### src/sv/fts_pkg.sv
package fts_pkg;

   // input frame geometry
   localparam int IN_FRAME_BYTES = 16;
   localparam int POS_WIDTH      = $clog2(IN_FRAME_BYTES);
   localparam int STAMP_BYTES    = 4;
   localparam int IDX_WIDTH      = $clog2(STAMP_BYTES + 1);

   // crc constants
   localparam logic [15:0] CRC_INIT       = 16'hFFFF;
   localparam logic [15:0] CRC_POLY_RESET = 16'hA001;

   // register file
   localparam int CSR_ADDR_WIDTH = 3;
   localparam int CSR_DATA_WIDTH = 32;
   localparam logic REG_CRC_POLYNOMIAL = 1'b0;

   // item kinds decided when a byte is taken in
   localparam logic [2:0] KIND_FIRST  = 3'd0;
   localparam logic [2:0] KIND_PASS   = 3'd1;
   localparam logic [2:0] KIND_CRC    = 3'd2;
   localparam logic [2:0] KIND_DROP   = 3'd3;
   localparam logic [2:0] KIND_STATUS = 3'd4;

   typedef struct packed {
      logic [2:0]  kind;
      logic [7:0]  data_byte;
      logic [31:0] time_stamp;
      logic        checksum_ok;
   } item_type;

   // one byte through the reflected crc, bit at a time
   function automatic logic [15:0] crc_feed(input logic [15:0] crc,
                                            input logic [7:0]  data,
                                            input logic [15:0] poly);
      logic [15:0] c;
      c = crc ^ {8'h00, data};
      for (int k = 0; k < 8; k++) begin
         if (c[0]) begin
            c = (c >> 1) ^ poly;
         end else begin
            c = c >> 1;
         end
      end
      return c;
   endfunction

endpackage

### src/sv/fts_req_if.sv
interface fts_req_if;
   logic        valid;
   logic        ready;
   logic [7:0]  data_byte;
   logic [31:0] time_stamp;
   logic        is_checksum_byte;

   modport source (output valid, output data_byte, output time_stamp,
                   output is_checksum_byte, input ready);
   modport sink   (input valid, input data_byte, input time_stamp,
                   input is_checksum_byte, output ready);
endinterface

### src/sv/fts_rsp_if.sv
interface fts_rsp_if;
   logic       valid;
   logic       ready;
   logic [7:0] out_byte;
   logic       is_status;
   logic       checksum_ok;
   logic       last_of_run;

   modport source (output valid, output out_byte, output is_status,
                   output checksum_ok, output last_of_run, input ready);
   modport sink   (input valid, input out_byte, input is_status,
                   input checksum_ok, input last_of_run, output ready);
endinterface

### src/sv/fts_frontend.sv
module fts_frontend
   import fts_pkg::*;
(
   input  logic     clock,
   input  logic     reset,
   fts_req_if.sink  req_chan,
   input  logic     item_done,
   output logic     item_valid,
   output item_type item
);

   logic                 valid_ff, valid_in;
   item_type             item_ff, item_in;
   logic [POS_WIDTH-1:0] pos_ff, pos_in;
   logic [7:0]           sum_ff, sum_in;
   logic                 accept;

   // free slot, or the held item leaves this cycle
   assign req_chan.ready = !valid_ff || item_done;
   assign accept         = req_chan.valid && req_chan.ready;
   assign item_valid     = valid_ff;
   assign item           = item_ff;

   // classify the byte by frame position, keep the batch sum
   always_comb begin
      pos_in                = pos_ff;
      sum_in                = sum_ff;
      item_in               = item_ff;
      item_in.data_byte     = req_chan.data_byte;
      item_in.time_stamp    = req_chan.time_stamp;
      item_in.checksum_ok   = (sum_ff == req_chan.data_byte);
      if (req_chan.is_checksum_byte) begin
         item_in.kind = KIND_STATUS;
         pos_in       = '0;
         sum_in       = '0;
      end else begin
         sum_in = sum_ff + req_chan.data_byte;
         if (pos_ff == '0) begin
            item_in.kind = KIND_FIRST;
         end else if (pos_ff < POS_WIDTH'(IN_FRAME_BYTES - 2)) begin
            item_in.kind = KIND_PASS;
         end else if (pos_ff == POS_WIDTH'(IN_FRAME_BYTES - 2)) begin
            item_in.kind = KIND_CRC;
         end else begin
            item_in.kind = KIND_DROP;
         end
         if (pos_ff == POS_WIDTH'(IN_FRAME_BYTES - 1)) begin
            pos_in = '0;
         end else begin
            pos_in = pos_ff + 1'b1;
         end
      end
      if (!accept) begin
         item_in = item_ff;
         pos_in  = pos_ff;
         sum_in  = sum_ff;
      end
   end

   always_comb begin
      if (accept) begin
         valid_in = 1'b1;
      end else if (item_done) begin
         valid_in = 1'b0;
      end else begin
         valid_in = valid_ff;
      end
   end

   always_ff @(posedge clock) begin
      if (reset) begin
         valid_ff <= 1'b0;
         pos_ff   <= '0;
         sum_ff   <= '0;
      end else begin
         valid_ff <= valid_in;
         pos_ff   <= pos_in;
         sum_ff   <= sum_in;
      end
   end

   always_ff @(posedge clock) begin
      item_ff <= item_in;
   end

endmodule

### src/sv/fts_emitter.sv
module fts_emitter
   import fts_pkg::*;
(
   input  logic        clock,
   input  logic        reset,
   input  logic        item_valid,
   input  item_type    item,
   input  logic [15:0] crc_polynomial,
   output logic        item_done,
   fts_rsp_if.source   rsp_chan
);

   logic [IDX_WIDTH-1:0] idx_ff, idx_in;
   logic [15:0]          crc_ff, crc_in;
   logic                 rsp_valid_ff, rsp_valid_in;
   logic [7:0]           out_byte_ff;
   logic                 is_status_ff, checksum_ok_ff, last_ff;

   logic        out_free, has_output, last, feed, clear, step;
   logic [7:0]  emit_byte;
   logic [15:0] feed_base;

   assign out_free = !rsp_valid_ff || rsp_chan.ready;

   // pick the byte for this step of the item
   always_comb begin
      emit_byte  = 8'h00;
      last       = 1'b1;
      feed       = 1'b0;
      clear      = 1'b0;
      has_output = 1'b1;
      feed_base  = crc_ff;
      case (item.kind)
         KIND_FIRST: begin
            feed = 1'b1;
            last = (idx_ff == IDX_WIDTH'(STAMP_BYTES));
            if (idx_ff == '0) begin
               feed_base = CRC_INIT;
            end
            case (idx_ff)
               IDX_WIDTH'(0): emit_byte = item.time_stamp[31:24];
               IDX_WIDTH'(1): emit_byte = item.time_stamp[23:16];
               IDX_WIDTH'(2): emit_byte = item.time_stamp[15:8];
               IDX_WIDTH'(3): emit_byte = item.time_stamp[7:0];
               default:       emit_byte = item.data_byte;
            endcase
         end
         KIND_PASS: begin
            feed      = 1'b1;
            emit_byte = item.data_byte;
         end
         KIND_CRC: begin
            last      = (idx_ff != '0);
            emit_byte = (idx_ff == '0) ? crc_ff[15:8] : crc_ff[7:0];
         end
         KIND_STATUS: begin
            clear = 1'b1;
         end
         default: begin
            has_output = 1'b0;
         end
      endcase
   end

   assign step      = item_valid && out_free && has_output;
   assign item_done = item_valid && (!has_output || (out_free && last));

   // crc, step counter and output register
   always_comb begin
      crc_in = crc_ff;
      idx_in = idx_ff;
      if (step) begin
         if (feed) begin
            crc_in = crc_feed(feed_base, emit_byte, crc_polynomial);
         end else if (clear) begin
            crc_in = CRC_INIT;
         end
         idx_in = last ? '0 : idx_ff + 1'b1;
      end
      if (step) begin
         rsp_valid_in = 1'b1;
      end else if (rsp_chan.ready) begin
         rsp_valid_in = 1'b0;
      end else begin
         rsp_valid_in = rsp_valid_ff;
      end
   end

   always_ff @(posedge clock) begin
      if (reset) begin
         crc_ff       <= CRC_INIT;
         idx_ff       <= '0;
         rsp_valid_ff <= 1'b0;
      end else begin
         crc_ff       <= crc_in;
         idx_ff       <= idx_in;
         rsp_valid_ff <= rsp_valid_in;
      end
   end

   always_ff @(posedge clock) begin
      if (step) begin
         out_byte_ff    <= emit_byte;
         is_status_ff   <= clear;
         checksum_ok_ff <= clear && item.checksum_ok;
         last_ff        <= last;
      end
   end

   assign rsp_chan.valid       = rsp_valid_ff;
   assign rsp_chan.out_byte    = out_byte_ff;
   assign rsp_chan.is_status   = is_status_ff;
   assign rsp_chan.checksum_ok = checksum_ok_ff;
   assign rsp_chan.last_of_run = last_ff;

endmodule

### src/sv/frame_timestamp_crc_restamper_unit.sv
// channel    dir  payload                                        handshake
// req_chan   in   data_byte, time_stamp, is_checksum_byte        valid/ready
// rsp_chan   out  out_byte, is_status, checksum_ok, last_of_run  valid/ready
// csr_*      in   crc_polynomial at byte address 0               apb, pready high
//
// one output byte per cycle from the output register; the emitter walks an item
// one byte a cycle: frame byte 0 gives four stamp bytes then its data byte, bytes
// 1 to 13 their byte, byte 14 two crc bytes, byte 15 none, a checksum byte a status;
// the crc steps one byte per stamp or data byte alongside the output register
// synchronous reset clears position, sum and valid flags, inits crc; no clearing pass
// a stalled output holds its byte; the next byte is taken as the held item finishes
module frame_timestamp_crc_restamper_unit
   import fts_pkg::*;
(
   input  logic                      clock,
   input  logic                      reset,
   fts_req_if.sink                   req_chan,
   fts_rsp_if.source                 rsp_chan,
   input  logic                      csr_psel,
   input  logic                      csr_penable,
   input  logic                      csr_pwrite,
   input  logic [CSR_ADDR_WIDTH-1:0] csr_paddr,
   input  logic [CSR_DATA_WIDTH-1:0] csr_pwdata,
   output logic [CSR_DATA_WIDTH-1:0] csr_prdata,
   output logic                      csr_pready
);

   logic        poly_sel, poly_we;
   logic [15:0] crc_polynomial_ff, crc_polynomial_in;
   logic        item_valid, item_done;
   item_type    item;

   // register file
   assign csr_pready = 1'b1;
   assign poly_we    = csr_psel && csr_penable && csr_pwrite && csr_pready
                       && (csr_paddr[CSR_ADDR_WIDTH-1] == REG_CRC_POLYNOMIAL);
   assign crc_polynomial_in = poly_we ? csr_pwdata[15:0] : crc_polynomial_ff;
   assign poly_sel   = (csr_paddr[CSR_ADDR_WIDTH-1] == REG_CRC_POLYNOMIAL);
   assign csr_prdata = poly_sel ? {{(CSR_DATA_WIDTH - 16){1'b0}}, crc_polynomial_ff} : '0;

   always_ff @(posedge clock) begin
      if (reset) begin
         crc_polynomial_ff <= CRC_POLY_RESET;
      end else begin
         crc_polynomial_ff <= crc_polynomial_in;
      end
   end

   fts_frontend u_frontend (
      .clock      (clock),
      .reset      (reset),
      .req_chan   (req_chan),
      .item_done  (item_done),
      .item_valid (item_valid),
      .item       (item)
   );

   fts_emitter u_emitter (
      .clock          (clock),
      .reset          (reset),
      .item_valid     (item_valid),
      .item           (item),
      .crc_polynomial (crc_polynomial_ff),
      .item_done      (item_done),
      .rsp_chan       (rsp_chan)
   );

   // status results are single and carry no byte
   a_status_single: assert property (@(posedge clock) disable iff (reset)
      rsp_chan.valid && rsp_chan.is_status |-> rsp_chan.last_of_run
                                              && (rsp_chan.out_byte == 8'h00))
      else $error("status transfer malformed");

   // verdict bit only in status results
   a_ok_only_status: assert property (@(posedge clock) disable iff (reset)
      rsp_chan.valid && !rsp_chan.is_status |-> !rsp_chan.checksum_ok)
      else $error("checksum_ok set on a byte transfer");

   // an empty item slot always takes input
   a_ready_when_empty: assert property (@(posedge clock) disable iff (reset)
      !item_valid |-> req_chan.ready)
      else $error("input stalled with no item held");

   // an unfinished item holds until done
   a_item_holds: assert property (@(posedge clock) disable iff (reset)
      item_valid && !item_done |=> item_valid && $stable(item))
      else $error("held item changed before it finished");

endmodule
### src/flat_wrapper.sv
// flat-port wrapper written by rule: the top's interface ports become plain ports
module frame_timestamp_crc_restamper_unit_flat import fts_pkg::*;
  (clock, reset, csr_psel, csr_penable, csr_pwrite, csr_paddr, csr_pwdata, csr_prdata, csr_pready, req_chan_valid, req_chan_data_byte, req_chan_time_stamp, req_chan_is_checksum_byte, req_chan_ready, rsp_chan_valid, rsp_chan_out_byte, rsp_chan_is_status, rsp_chan_checksum_ok, rsp_chan_last_of_run, rsp_chan_ready);
  fts_req_if req_chan_i ();
  fts_rsp_if rsp_chan_i ();
  input  logic clock;
  input  logic reset;
  input  logic csr_psel;
  input  logic csr_penable;
  input  logic csr_pwrite;
  input  logic [CSR_ADDR_WIDTH-1:0] csr_paddr;
  input  logic [CSR_DATA_WIDTH-1:0] csr_pwdata;
  output logic [CSR_DATA_WIDTH-1:0] csr_prdata;
  output logic csr_pready;
  input wire logic [$bits(req_chan_i.valid)-1:0] req_chan_valid;
  input wire logic [$bits(req_chan_i.data_byte)-1:0] req_chan_data_byte;
  input wire logic [$bits(req_chan_i.time_stamp)-1:0] req_chan_time_stamp;
  input wire logic [$bits(req_chan_i.is_checksum_byte)-1:0] req_chan_is_checksum_byte;
  output wire logic [$bits(req_chan_i.ready)-1:0] req_chan_ready;
  output wire logic [$bits(rsp_chan_i.valid)-1:0] rsp_chan_valid;
  output wire logic [$bits(rsp_chan_i.out_byte)-1:0] rsp_chan_out_byte;
  output wire logic [$bits(rsp_chan_i.is_status)-1:0] rsp_chan_is_status;
  output wire logic [$bits(rsp_chan_i.checksum_ok)-1:0] rsp_chan_checksum_ok;
  output wire logic [$bits(rsp_chan_i.last_of_run)-1:0] rsp_chan_last_of_run;
  input wire logic [$bits(rsp_chan_i.ready)-1:0] rsp_chan_ready;
  assign req_chan_i.valid = req_chan_valid;
  assign req_chan_i.data_byte = req_chan_data_byte;
  assign req_chan_i.time_stamp = req_chan_time_stamp;
  assign req_chan_i.is_checksum_byte = req_chan_is_checksum_byte;
  assign req_chan_ready = req_chan_i.ready;
  assign rsp_chan_valid = rsp_chan_i.valid;
  assign rsp_chan_out_byte = rsp_chan_i.out_byte;
  assign rsp_chan_is_status = rsp_chan_i.is_status;
  assign rsp_chan_checksum_ok = rsp_chan_i.checksum_ok;
  assign rsp_chan_last_of_run = rsp_chan_i.last_of_run;
  assign rsp_chan_i.ready = rsp_chan_ready;
  frame_timestamp_crc_restamper_unit u_core (.clock(clock), .reset(reset), .req_chan(req_chan_i), .rsp_chan(rsp_chan_i), .csr_psel(csr_psel), .csr_penable(csr_penable), .csr_pwrite(csr_pwrite), .csr_paddr(csr_paddr), .csr_pwdata(csr_pwdata), .csr_prdata(csr_prdata), .csr_pready(csr_pready));
endmodule
### config.mk
export PLATFORM = sky130hd
export DESIGN_NAME = frame_timestamp_crc_restamper_unit_flat
export DESIGN_NICKNAME = d
export VERILOG_FILES = /design/src/sv/fts_pkg.sv /design/src/sv/fts_req_if.sv /design/src/sv/fts_rsp_if.sv /design/src/sv/fts_frontend.sv /design/src/sv/fts_emitter.sv /design/src/sv/frame_timestamp_crc_restamper_unit.sv /design/src/flat_wrapper.sv
export SDC_FILE = /design/constraint.sdc
export NUM_CORES = 1
export LEC_CHECK = 0
export BUFFER_PORTS_ARGS = -buffer_cell sky130_fd_sc_hd__buf_2
export CAP_MARGIN = 40
export CORE_UTILIZATION = 31
export CTS_BUF_LIST = sky130_fd_sc_hd__clkbuf_2
export DETAILED_ROUTE_END_ITERATION = 7
export PLACE_DENSITY_LB_ADDON = 0.08
export SLEW_MARGIN = 40
export SYNTH_ARGS = -nofsm -noshare
export SYNTH_HDL_FRONTEND = slang
export SYNTH_HIERARCHICAL = 1
export SYNTH_SLANG_ARGS = --single-unit
### constraint.sdc
create_clock -name clock -period 5.3 [get_ports clock]
set_input_delay 0.265 -clock clock [delete_from_list [all_inputs] [get_ports clock]]
set_output_delay 0.265 -clock clock [all_outputs]
set_load 0.005 [all_outputs]
* After elaboration in Yosys (flattened, before gate mapping)
Index checks and enable logic that the tools add are counted.
Operators by class: add/sub/neg operators 3, multipliers 0, div/mod/pow operators 0, $lt $le $gt $ge 1, eq/ne operators 10, shift-type cells 0, muxes and demuxes 44, bitwise gates (word level) 10, reductions and logical operators 27
Operators with widths (count):
- 2-to-1 mux 16 bit | 27
- XOR 15 x 16 -> 16 bit | 8
- case mux 8 bit (4 select lines) | 1
- case mux 8 bit (3 select lines) | 1
- 2-to-1 mux 8 bit | 2
- XOR 16 x 8 -> 16 bit | 1
- equality test 3 x 2 -> 1 bit (second input constant) | 3
- logical AND 1 bit | 9
- adder 8 bit | 1
- equality test 4 bit (second input constant) | 2
- equality test 8 bit | 1
- 2-to-1 mux 1 bit | 8
- 2-to-1 mux 4 bit | 2
- equality test 3 x 1 -> 1 bit (second input constant) | 2
- equality test 3 bit (second input constant) | 2
- logical NOT 3 bit | 2
- nonzero test 2 bit | 3
- adder 4 x 1 -> 4 bit (second input constant) | 1
- logical NOT 4 bit | 1
- less-than comparator 4 bit (second input constant) | 1
- OR reduction 2 bit | 2
- OR reduction 4 bit | 1
- adder 3 x 1 -> 3 bit (second input constant) | 1
- logical NOT 1 bit | 3
- 8 further kinds | 10
Storage, ports and cells: register bits after elaboration 104, bits in latches 0, bits in writable memories 0, memory bits (read-only) 0, memories kept 0

* Logic depth before layout (Yosys ltp)
Gate-level depths: netlist of run 1.
depth after elaboration 35, gate-level depth with buffers 22

* Cells and area by module
Netlist of run 1, hierarchy kept.
By module, submodules not included:
- fts_emitter | times used 1, cells each 563, area an instance 4250.3 µm², seq. area each 730.7 µm²
- fts_frontend | times used 1, cells each 154, area an instance 2233.4 µm², seq. area each 1581.5 µm²
- frame_timestamp_crc_restamper_unit | times used 1, cells each 106, area an instance 972.2 µm², seq. area each 320.3 µm²

* Least setup slack after synthesis of run 1
OpenSTA, ideal clock, no wires.
kind register to register, from register u_core.u_emitter.idx_ff[2], to register u_core.u_emitter.crc_ff[4], setup time 0.070 ns, arrival time 4.730 ns, data required time 5.230 ns, slack 0.501 ns, stages on the path, launching flop included 23, period minus slack after synthesis 4.799 ns, path through dfxtp_1 -> clkbuf_1 -> inv_1 -> ha_1 -> buf_6 -> nor4_2 -> o31a_2 -> a32o_4 -> xor2_4 -> nor3_1 -> or4_4 -> and2_4 -> buf_6 -> nor3_1 -> a211oi_1 -> o32ai_4 -> o211ai_1 -> and3_1 -> nor2_1 -> buf_2 -> nand2_1 -> xnor3_1 -> a21oi_1
On the way: elaborated cells on any way between the ends 41
RTL lines:
- start: declaration | RTL line fts_emitter.sv:13 | logic [IDX_WIDTH-1:0] idx_ff, idx_in;
- start signal: assignment | RTL line fts_emitter.sv:96 | idx_ff <= idx_in;
- equality test 3 x 2 -> 1 bit (tied with other cells) | RTL line fts_emitter.sv:40 | case (idx_ff)
- case mux 8 bit (4 select lines) / 2-to-1 mux 8 bit (equally long branches) | RTL line fts_emitter.sv:40, fts_emitter.sv:54
- case mux 8 bit (3 select lines) * | RTL line fts_emitter.sv:33 | case (item.kind)
- named net u_core.u_emitter.emit_byte[1] | RTL line fts_emitter.sv:20 | logic [7:0] emit_byte;
- XOR 16 x 8 -> 16 bit * | RTL line fts_pkg.sv:37 | c = crc ^ {8'h00, data};
- XOR 15 x 16 -> 16 bit | RTL line fts_pkg.sv:40 | c = (c >> 1) ^ poly;
- 2-to-1 mux 16 bit * | RTL line fts_pkg.sv:39 | if (c[0]) begin
- 2-to-1 mux 16 bit * | RTL line fts_emitter.sv:73 | if (feed) begin
- [... 19 more ...]
- 2-to-1 mux 16 bit * | RTL line fts_emitter.sv:72 | if (step) begin
- XOR 15 x 16 -> 16 bit | RTL line fts_pkg.sv:40
- 2-to-1 mux 16 bit * | RTL line fts_pkg.sv:39
- 2-to-1 mux 16 bit * | RTL line fts_emitter.sv:73
- 2-to-1 mux 16 bit * | RTL line fts_emitter.sv:72
- XOR 15 x 16 -> 16 bit | RTL line fts_pkg.sv:40
- 2-to-1 mux 16 bit * | RTL line fts_pkg.sv:39
- 2-to-1 mux 16 bit * | RTL line fts_emitter.sv:73
- end signal: assignment | RTL line fts_emitter.sv:95 | crc_ff <= crc_in;
- end: declaration | RTL line fts_emitter.sv:14 | logic [15:0] crc_ff, crc_in;
The timed path passes the listed nets; every way through them passes the cells marked *. The select of a mux whose other input is x is not followed. A chain may end at the register's enable or synchronous reset.

* Worst setup path after layout of run 1
from register u_core.u_emitter.idx_ff[0], to register u_core.u_emitter.crc_ff[0]
On the way: elaborated cells on any way between the ends 41
RTL lines (RTL line):
- equality test 3 x 2 -> 1 bit (tied with other cells) | fts_emitter.sv:40
- case mux 8 bit (4 select lines) / 2-to-1 mux 8 bit (equally long branches) | fts_emitter.sv:40, fts_emitter.sv:54
- case mux 8 bit (3 select lines) * | fts_emitter.sv:33
- named net u_core.u_emitter.emit_byte[0] | fts_emitter.sv:20
- XOR 16 x 8 -> 16 bit * | fts_pkg.sv:37
- 2-to-1 mux 16 bit * | fts_pkg.sv:39
- 2-to-1 mux 16 bit * | fts_emitter.sv:73
- 2-to-1 mux 16 bit * | fts_emitter.sv:72
- [... 19 more ...]
- 2-to-1 mux 16 bit * | fts_emitter.sv:72
- XOR 15 x 16 -> 16 bit | fts_pkg.sv:40
- 2-to-1 mux 16 bit * | fts_pkg.sv:39
- 2-to-1 mux 16 bit * | fts_emitter.sv:73
- 2-to-1 mux 16 bit * | fts_emitter.sv:72
- XOR 15 x 16 -> 16 bit | fts_pkg.sv:40
- 2-to-1 mux 16 bit * | fts_pkg.sv:39
- 2-to-1 mux 16 bit * | fts_emitter.sv:73
Marked as above.

==> results of run 1 <==
sequential cells by signal (all words and copies together), names as in the netlist, 3 cells and up:
| name | cells |
|---|---|
| u_core/u_frontend/item | 44 |
| u_core/crc_polynomial_ff | 16 |
| u_core/u_emitter/rsp_chan.out_byte | 8 |
| u_core/u_frontend/sum_ff | 8 |
| u_core/u_emitter/idx_ff | 3 |
| u_core/u_frontend/pos_ff | 4 |
| u_core/u_emitter/crc_ff | 16 |
repair_timing:
action / CTS / global route
resized for setup: 2 / 18
endpoints found under the setup margin: 1 / 15
endpoints found under the hold margin: 66 / 0
pin swaps: 1 / 4
setup buffers: 1 / 3
hold buffers: 61 / 0
per-layer routing:
metal / track usage / vias up / routed length, µm
met3: 0.02037 / 16 / 343
met4: 0.04808 / 0 / 294
met2: 0.2961 / 80 / 10050
met1: 0.2205 / 2850 / 9559
met5: 0 / - / 0
li1: - / 3162 / -
metrics by stage:
stage          cells  hold WS [ps]  worst slack [ps]  power (mW)    util
3_3_place_gp    1249         441.1            -46.01       2.107  0.3619
6_report        1334         245.7             327.3       2.623  0.4004
5_1_grt         1334         162.2            -7.423       2.785  0.4004
2_1_floorplan    838         334.1             500.7       1.768       -
4_1_cts         1327         175.7             19.72       2.594  0.3950
3_5_place_dp    1249         443.1             26.12       2.117  0.3626
placed cells by master (no fill, tap or decap), types with 14 or more instances in the layout:
cell             n
nor2_1          73
buf_2           92
dfxtp_1         47
xnor3_1         16
dlygate4sd3_1   61
nor3_1          20
mux2i_1         19
nand2b_1        32
xor2_1          16
xnor2_1         77
buf_4           73
nand2_1        130
a21oi_1         59
edfxtp_1        55
nor2b_1         14
conb_1          17
o21ai_0         18
logic make-up after synthesis:
kind of cell	after synthesis	synth area share
and+or+nand+nor	331	0.2138
AOI/OAI and AO/OA	144	0.1319
xor gates and xnor gates	117	0.1796
DFF	104	0.3531
buffers and inverters	88	0.06276
muxes	21	0.03004
adders and majority gates	16	0.02786
other	2	0.001007
worst max-delay path by stage:
stage / slack (ps) / cells past startpoint / to / start
after global placement: -50 / 19 / u_core/u_emitter/crc_ff[7] / u_core/u_emitter/idx_ff[0]
final: 330 / 20 / u_core/u_emitter/crc_ff[0] / u_core/u_emitter/idx_ff[0]
after detailed placement: 30 / 20 / u_core/u_emitter/crc_ff[0] / u_core/u_emitter/idx_ff[0]
after floorplan: 500 / 22 / u_core/u_emitter/crc_ff[4] / u_core/u_emitter/idx_ff[2]
after CTS: 20 / 20 / u_core/u_emitter/crc_ff[0] / u_core/u_emitter/idx_ff[0]
after global routing: -7 / 21 / u_core/u_emitter/crc_ff[0] / u_core/u_emitter/idx_ff[1]
worst max-delay path: stages, from the launching register on:
cell and delay (ps):
dfxtp_4 430, ha_1 220, ha_4 190, nor4_2 260, o31a_2 240, a32o_2 280
xor2_2 240, nor3_1 120, or4_4 560, and2_4 170, buf_12 140, nor2_4 70
xnor3_1 330, a21bo_1 230, mux2i_4 160, xnor2_2 130, buf_4 170, or4_1 490
o211a_1 150, xnor2_2 150, a21oi_1 150
cell type report:
cell class / count / area (µm²) / area share
antenna: 4 / 10.01 / 0.001062
multi-input combinational: 646 / 4506 / 0.4780
inverter: 16 / 60.06 / 0.006371
timing repair buffer: 229 / 1670 / 0.1772
tap: 319 / 399.1 / 0.04234
sequential: 104 / 2640 / 0.2801
clock inverter: 7 / 96.34 / 0.01022
clock buffer: 9 / 45.04 / 0.004778
power groups by stage:
stage / sequential, mW / clock, mW / combinational (mW)
global placement: 0.948 / 0 / 1.16
global route: 0.937 / 0.483 / 1.36
CTS: 0.933 / 0.452 / 1.21
finish: 0.931 / 0.426 / 1.27
floorplan: 0.931 / 0 / 0.837
detailed placement: 0.948 / 0 / 1.17
==> out/qor.txt, run 1 <==
Final wirelength -> 20.25 mm
Number of global-route vias before repair -> 5938
Most frequent cell after synthesis -> nand2_1
Post-DP HPWL -> 14.88 mm
Root Buffer -> clkbuf_2
Gate power share -> 0.483
H-tree Lvls -> 3
Drt via density -> 4.579
Sw frac -> 0.3715
Num CTS Buffers -> 9
Count of cell types in the netlist -> 83
Area share of the largest cell type after synthesis -> 0.2215
Cell taking the most area after synthesis -> edfxtp_1
Max-slew violations -> 0
Final Setup Violations -> 0
Max FO, Critical Path -> 6
Slew margin rel. -> 0.5722
Routability congestion estimate -> 0.7703
Fmax -> 0.2011 GHz
Flop pwr share -> 0.355
Final #Nets -> 1105
Ranking of synthesized cells by area -> edfxtp_1, dfxtp_1, xnor2_1
First-pass GRT wire length -> 32.19 mm
Fin crit share -> 0.9382
Starting density of the core -> 0.3167
Tot GR Track Use -> 0.1700
Via count -> 6108
Slew @ Worst Pin -> 640.1 ps
GRT overflow -> 0
Clock buffer depth -> 2
Pleak -> 3.850 nW
Clk sink count -> 104
R2R Path End -> u_core/u_emitter/crc_ff[0]
DR pass1 iterations -> 5
Finished Cell Area -> 9427 µm²
DRC -> 0
Area growth from synthesis to layout -> 26.43%
Largest net degree at the start of global routing -> 53
I/O Pins -> 129
CTS tree -> done
Post-synth ARST share -> 0
R2R Path Start -> u_core/u_emitter/idx_ff[0]
Pint -> 1.649 mW
Final hold viol count -> 0
PD cells -> 278.3 nW/µm²
Hold path depth -> 3
CP Launch Type -> flop
Core Rows -> 56
Clock latency on the worst-skew pair -> 670 ps
Die Y -> 157.1 µm
Commonest cells in the netlist -> nand2_1, xnor2_1, nor2_1
Initial antenna violation count -> 1
Max Cap Viol -> 0
Worst setup path category -> flop to flop
Final Skew -> 51.18 ps
Status -> finished clean
Switching Power -> 974.7 µW
IO Port Bufs -> 93
Post-DRT Antenna Nets -> 0
WP data arrival -> 5570 ps
Ys Warns -> 6
Hold path start -> csr_penable
# fillers -> 2457
Initial DRC Count -> 320
Post-placement cell area -> 8536 µm²
Clock Power Share -> 0.162
Share of layout cells above drive strength 1 -> 0.2275
Hold Path End -> u_core/crc_polynomial_ff[1]
Setup_tns -> 0 ps
Type of destination of the critical path -> flop
Routed wire per std cell -> 15.18 µm
Yosys reg bits -> 104
Synth Flop Type -> edfxtp_1
R2R depth -> 20
Number of synthesized flops with an enable pin -> 55
Post-Syn Instances -> 823
Die ar. -> 24680 µm²
Worst endpoint required time -> 5890 ps
Post-layout min period -> 4973 ps
Maximum VDD drop -> 106.5 µV
Synthesized cell area -> 7456 µm²
CORE AREA -> 23540 µm²
R2r setup slk -> 330 ps
HP Class -> input pin to flop
Die X-Extent -> 157.1 µm
Sequential area share after synthesis -> 0.3531
Avg Inst Size Synth -> 9.059 µm²
Reg clk slew, reported paths -> 360 ps
(Power assumes the default switching activity.)
==> run 2: changes to the inputs <==
--- a/config.mk
+++ b/config.mk
@@ -10,9 +10,9 @@
 export CORE_UTILIZATION = 31
 export CTS_BUF_LIST = sky130_fd_sc_hd__clkbuf_2
 export DETAILED_ROUTE_END_ITERATION = 7
+export MAX_ROUTING_LAYER = met4
 export PLACE_DENSITY_LB_ADDON = 0.08
 export SLEW_MARGIN = 40
 export SYNTH_ARGS = -nofsm -noshare
 export SYNTH_HDL_FRONTEND = slang
-export SYNTH_HIERARCHICAL = 1
 export SYNTH_SLANG_ARGS = --single-unit
==> run 2 against run 1 <==
Net effect:
- die area grew 5.7%
- critical endpoint is now u_core.u_emitter.crc_ff[7]
- setup slack worse by 270 ps
- area after synthesis grew 5.8%
- cell area increased by 13%
- clock skew rose by 20 ps
- sequential power shrank 0.5%
- global-route usage grew 3.1 points
- critical path type unchanged
- worst hold slack lost 110 ps
==> out/qor.txt, run 2 <==
Commonest cells after routing, fill and taps aside -> buf_4, nand2_1, buf_2
Final wirelength -> 25.66 mm
Count of cell types in the netlist -> 87
Max FO, Critical Path -> 8
PD cells -> 268.6 nW/µm²
CORE AREA -> 25040 µm²
Synth Flop Type -> edfxtp_1
Slew @ Worst Pin -> 826.6 ps
DR pass1 iterations -> 6
Slew margin rel. -> 0.4489
CP Launch Type -> flop
Ranking of synthesized cells by area -> edfxtp_1, dfxtp_1, xnor2_1
Status -> finished clean
Die X-Extent -> 161.5 µm
Yosys reg bits -> 104
Largest net degree at the start of global routing -> 37
Starting density of the core -> 0.3151
Tot GR Track Use -> 0.2009
First-pass GRT wire length -> 39.05 mm
R2r setup slk -> 60 ps
Post-synth ARST share -> 0
Multi-input gate area -> 5248 µm²
Num CTS Buffers -> 9
Commonest cells in the netlist -> nand2_1, nor2_1, xnor2_1
IO Port Bufs -> 93
Initial antenna violation count -> 1
Most frequent cell after synthesis -> nand2_1
Die Y -> 161.5 µm
Final hold slack -> 134.7 ps
Final hold viol count -> 0
Area share of the largest cell type after synthesis -> 0.2094
DRC -> 0
Pleak -> 4.281 nW
Avg Inst Size Synth -> 8.864 µm²
PnR worst setup slack -> 58.47 ps
Max Cap Viol -> 0
GRT overflow -> 0
Worst endpoint required time -> 5880 ps
Worst setup path category -> flop to flop
Post-placement cell area -> 9214 µm²
Post-layout min period -> 5242 ps
Cell taking the most area after synthesis -> edfxtp_1
Post-DP HPWL -> 18.39 mm
Fin crit share -> 0.9890
Clock buffer depth -> 2
I/O Pins -> 129
R2R Path End -> u_core.u_emitter.crc_ff[7]
H-tree Lvls -> 3
Clock latency on the worst-skew pair -> 690 ps
CP Launch Point -> u_core.u_emitter.idx_ff[1]
R2R Path Start -> u_core.u_emitter.idx_ff[1]
# fillers -> 2550
Max-slew violations -> 0
Fmax -> 0.1908 GHz
Maximum VDD drop -> 139.3 µV
Post-DRT Antenna Nets -> 0
Final Skew -> 71.23 ps
Share of layout cells above drive strength 1 -> 0.3048
Core Rows -> 58
Hold Path End -> u_core.u_frontend.sum_ff[0]
CTS tree -> done
Register area -> 2640 µm²
Routability congestion estimate -> 0.8834
WP data arrival -> 5820 ps
Finished Cell Area -> 10630 µm²
Number of synthesized flops with an enable pin -> 55
Synthesized cell area -> 7889 µm²
Sequential area share after synthesis -> 0.3337
Drt via density -> 4.989
HP Class -> input pin to flop
Type of destination of the critical path -> flop
Hold path depth -> 2
Reg clk slew, reported paths -> 390 ps
Ys Warns -> 0
Setup WS pre-CTS -> -57.07 ps
Clk sink count -> 104
Area growth from synthesis to layout -> 34.69%
Number of flip-flops in the largest register -> 44
Post-Syn Instances -> 890
Most common cell after layout, fill and taps aside -> buf_4
Die ar. -> 26090 µm²
RSZ-0062 raised after global routing -> yes
Via count -> 7189
Initial DRC Count -> 351
R2R depth -> 22
Final Setup Violations -> 0
Final #Nets -> 1203
Root Buffer -> clkbuf_2
Number of global-route vias before repair -> 6778
Hold path start -> reset
Routed wire per std cell -> 17.80 µm
run 2: changes by cell type in the layout (fill, tap and decap cells not counted), moves of 9 or more:
cell	before	now
a21oi_1	59	45
nand3_1	8	45
xnor2_2	2	12
xnor2_1	77	51
buf_4	73	106
o21ai_0	18	40
nand2_1	130	101
nand2b_1	32	5
buf_6	1	10
and4_1	0	11
run 2: cell type report:
class,instances,share of cell area
Clock buffer,9,0.004239
Timing Repair Buffer,276,0.1981
Inverter,21,0.007419
Tap cell,330,0.03886
Antenna cell,2,0.0004710
Clock inverter,7,0.008596
Multi-Input combinational cell,692,0.4939
Sequential cell,104,0.2485
run 2: through the flow:
stage / TNS, ps / instances / util / total power [mW]
floorplan: 0 / 905 / - / 1.766
global placement: -198.4 / 1342 / 0.3669 / 2.202
detailed placement: -123.5 / 1343 / 0.3680 / 2.200
CTS: 0 / 1418 / 0.3976 / 2.705
global route: -1292 / 1441 / 0.4244 / 3.010
finish: 0 / 1441 / 0.4244 / 2.854
run 2: routing by layer:
layer,part of all wire,GRT usage
met5,0,-
met4,0.021,0.05489
met3,0.031,0.02157
met2,0.47,0.3241
met1,0.47,0.2665
run 2: worst max-delay path by stage:
stage | to | slack [ps] | cells after the start
after floorplan | u_core.u_emitter.crc_ff[12] | 50 | 22
after global placement | u_core.u_emitter.crc_ff[5] | -80 | 20
after detailed placement | u_core.u_emitter.crc_ff[6] | -60 | 22
after CTS | u_core.u_emitter.crc_ff[12] | 7 | 20
after global routing | u_core.u_emitter.crc_ff[5] | -150 | 21
final | u_core.u_emitter.crc_ff[7] | 60 | 22
run 2: logic make-up after synthesis:
group	after synthesis	synth area share
simple gates	332	0.2089
buf+inv	109	0.06741
compound gates	198	0.1808
xor+xnor	99	0.1434
mux	30	0.03854
flops	104	0.3337
other cells	2	0.0009520
fa+ha+maj	16	0.02633
run 2: report_power, final:
part	switching, mW	leakage, nW	total (mW)	internal [mW]
clock	0.360	0.0816	0.455	0.0949
sequential	0.0302	0.933	0.926	0.896
combinational	0.742	3.27	1.47	0.731
run 2: what timing repair did:
item / 4_1_cts / 5_1_grt
cloned: 0 / 0
setup buffers: 0 / 23
setup endpoints to repair: 9 / 16
hold buffers: 59 / 0
gates resized for setup: 4 / 101
endpoints found under the hold margin: 64 / 0
pin swaps: 4 / 56
run 2: worst max-delay path, stage by stage, from the launching register on:
cell and delay, ps:
dfxtp_4 440, ha_4 160, ha_4 150, or4_4 540, a311oi_4 350, buf_4 200, nand2_4 60, a21boi_4 200
buf_12 140, buf_6 90, o21ai_2 50, o21bai_4 180, and4_4 230, or4_4 500, a21boi_4 190, a2bb2oi_4 200
buf_12 160, buf_4 120, mux2i_4 240, xnor3_2 490, xnor2_2 200, and4_1 230, nor3_2 40
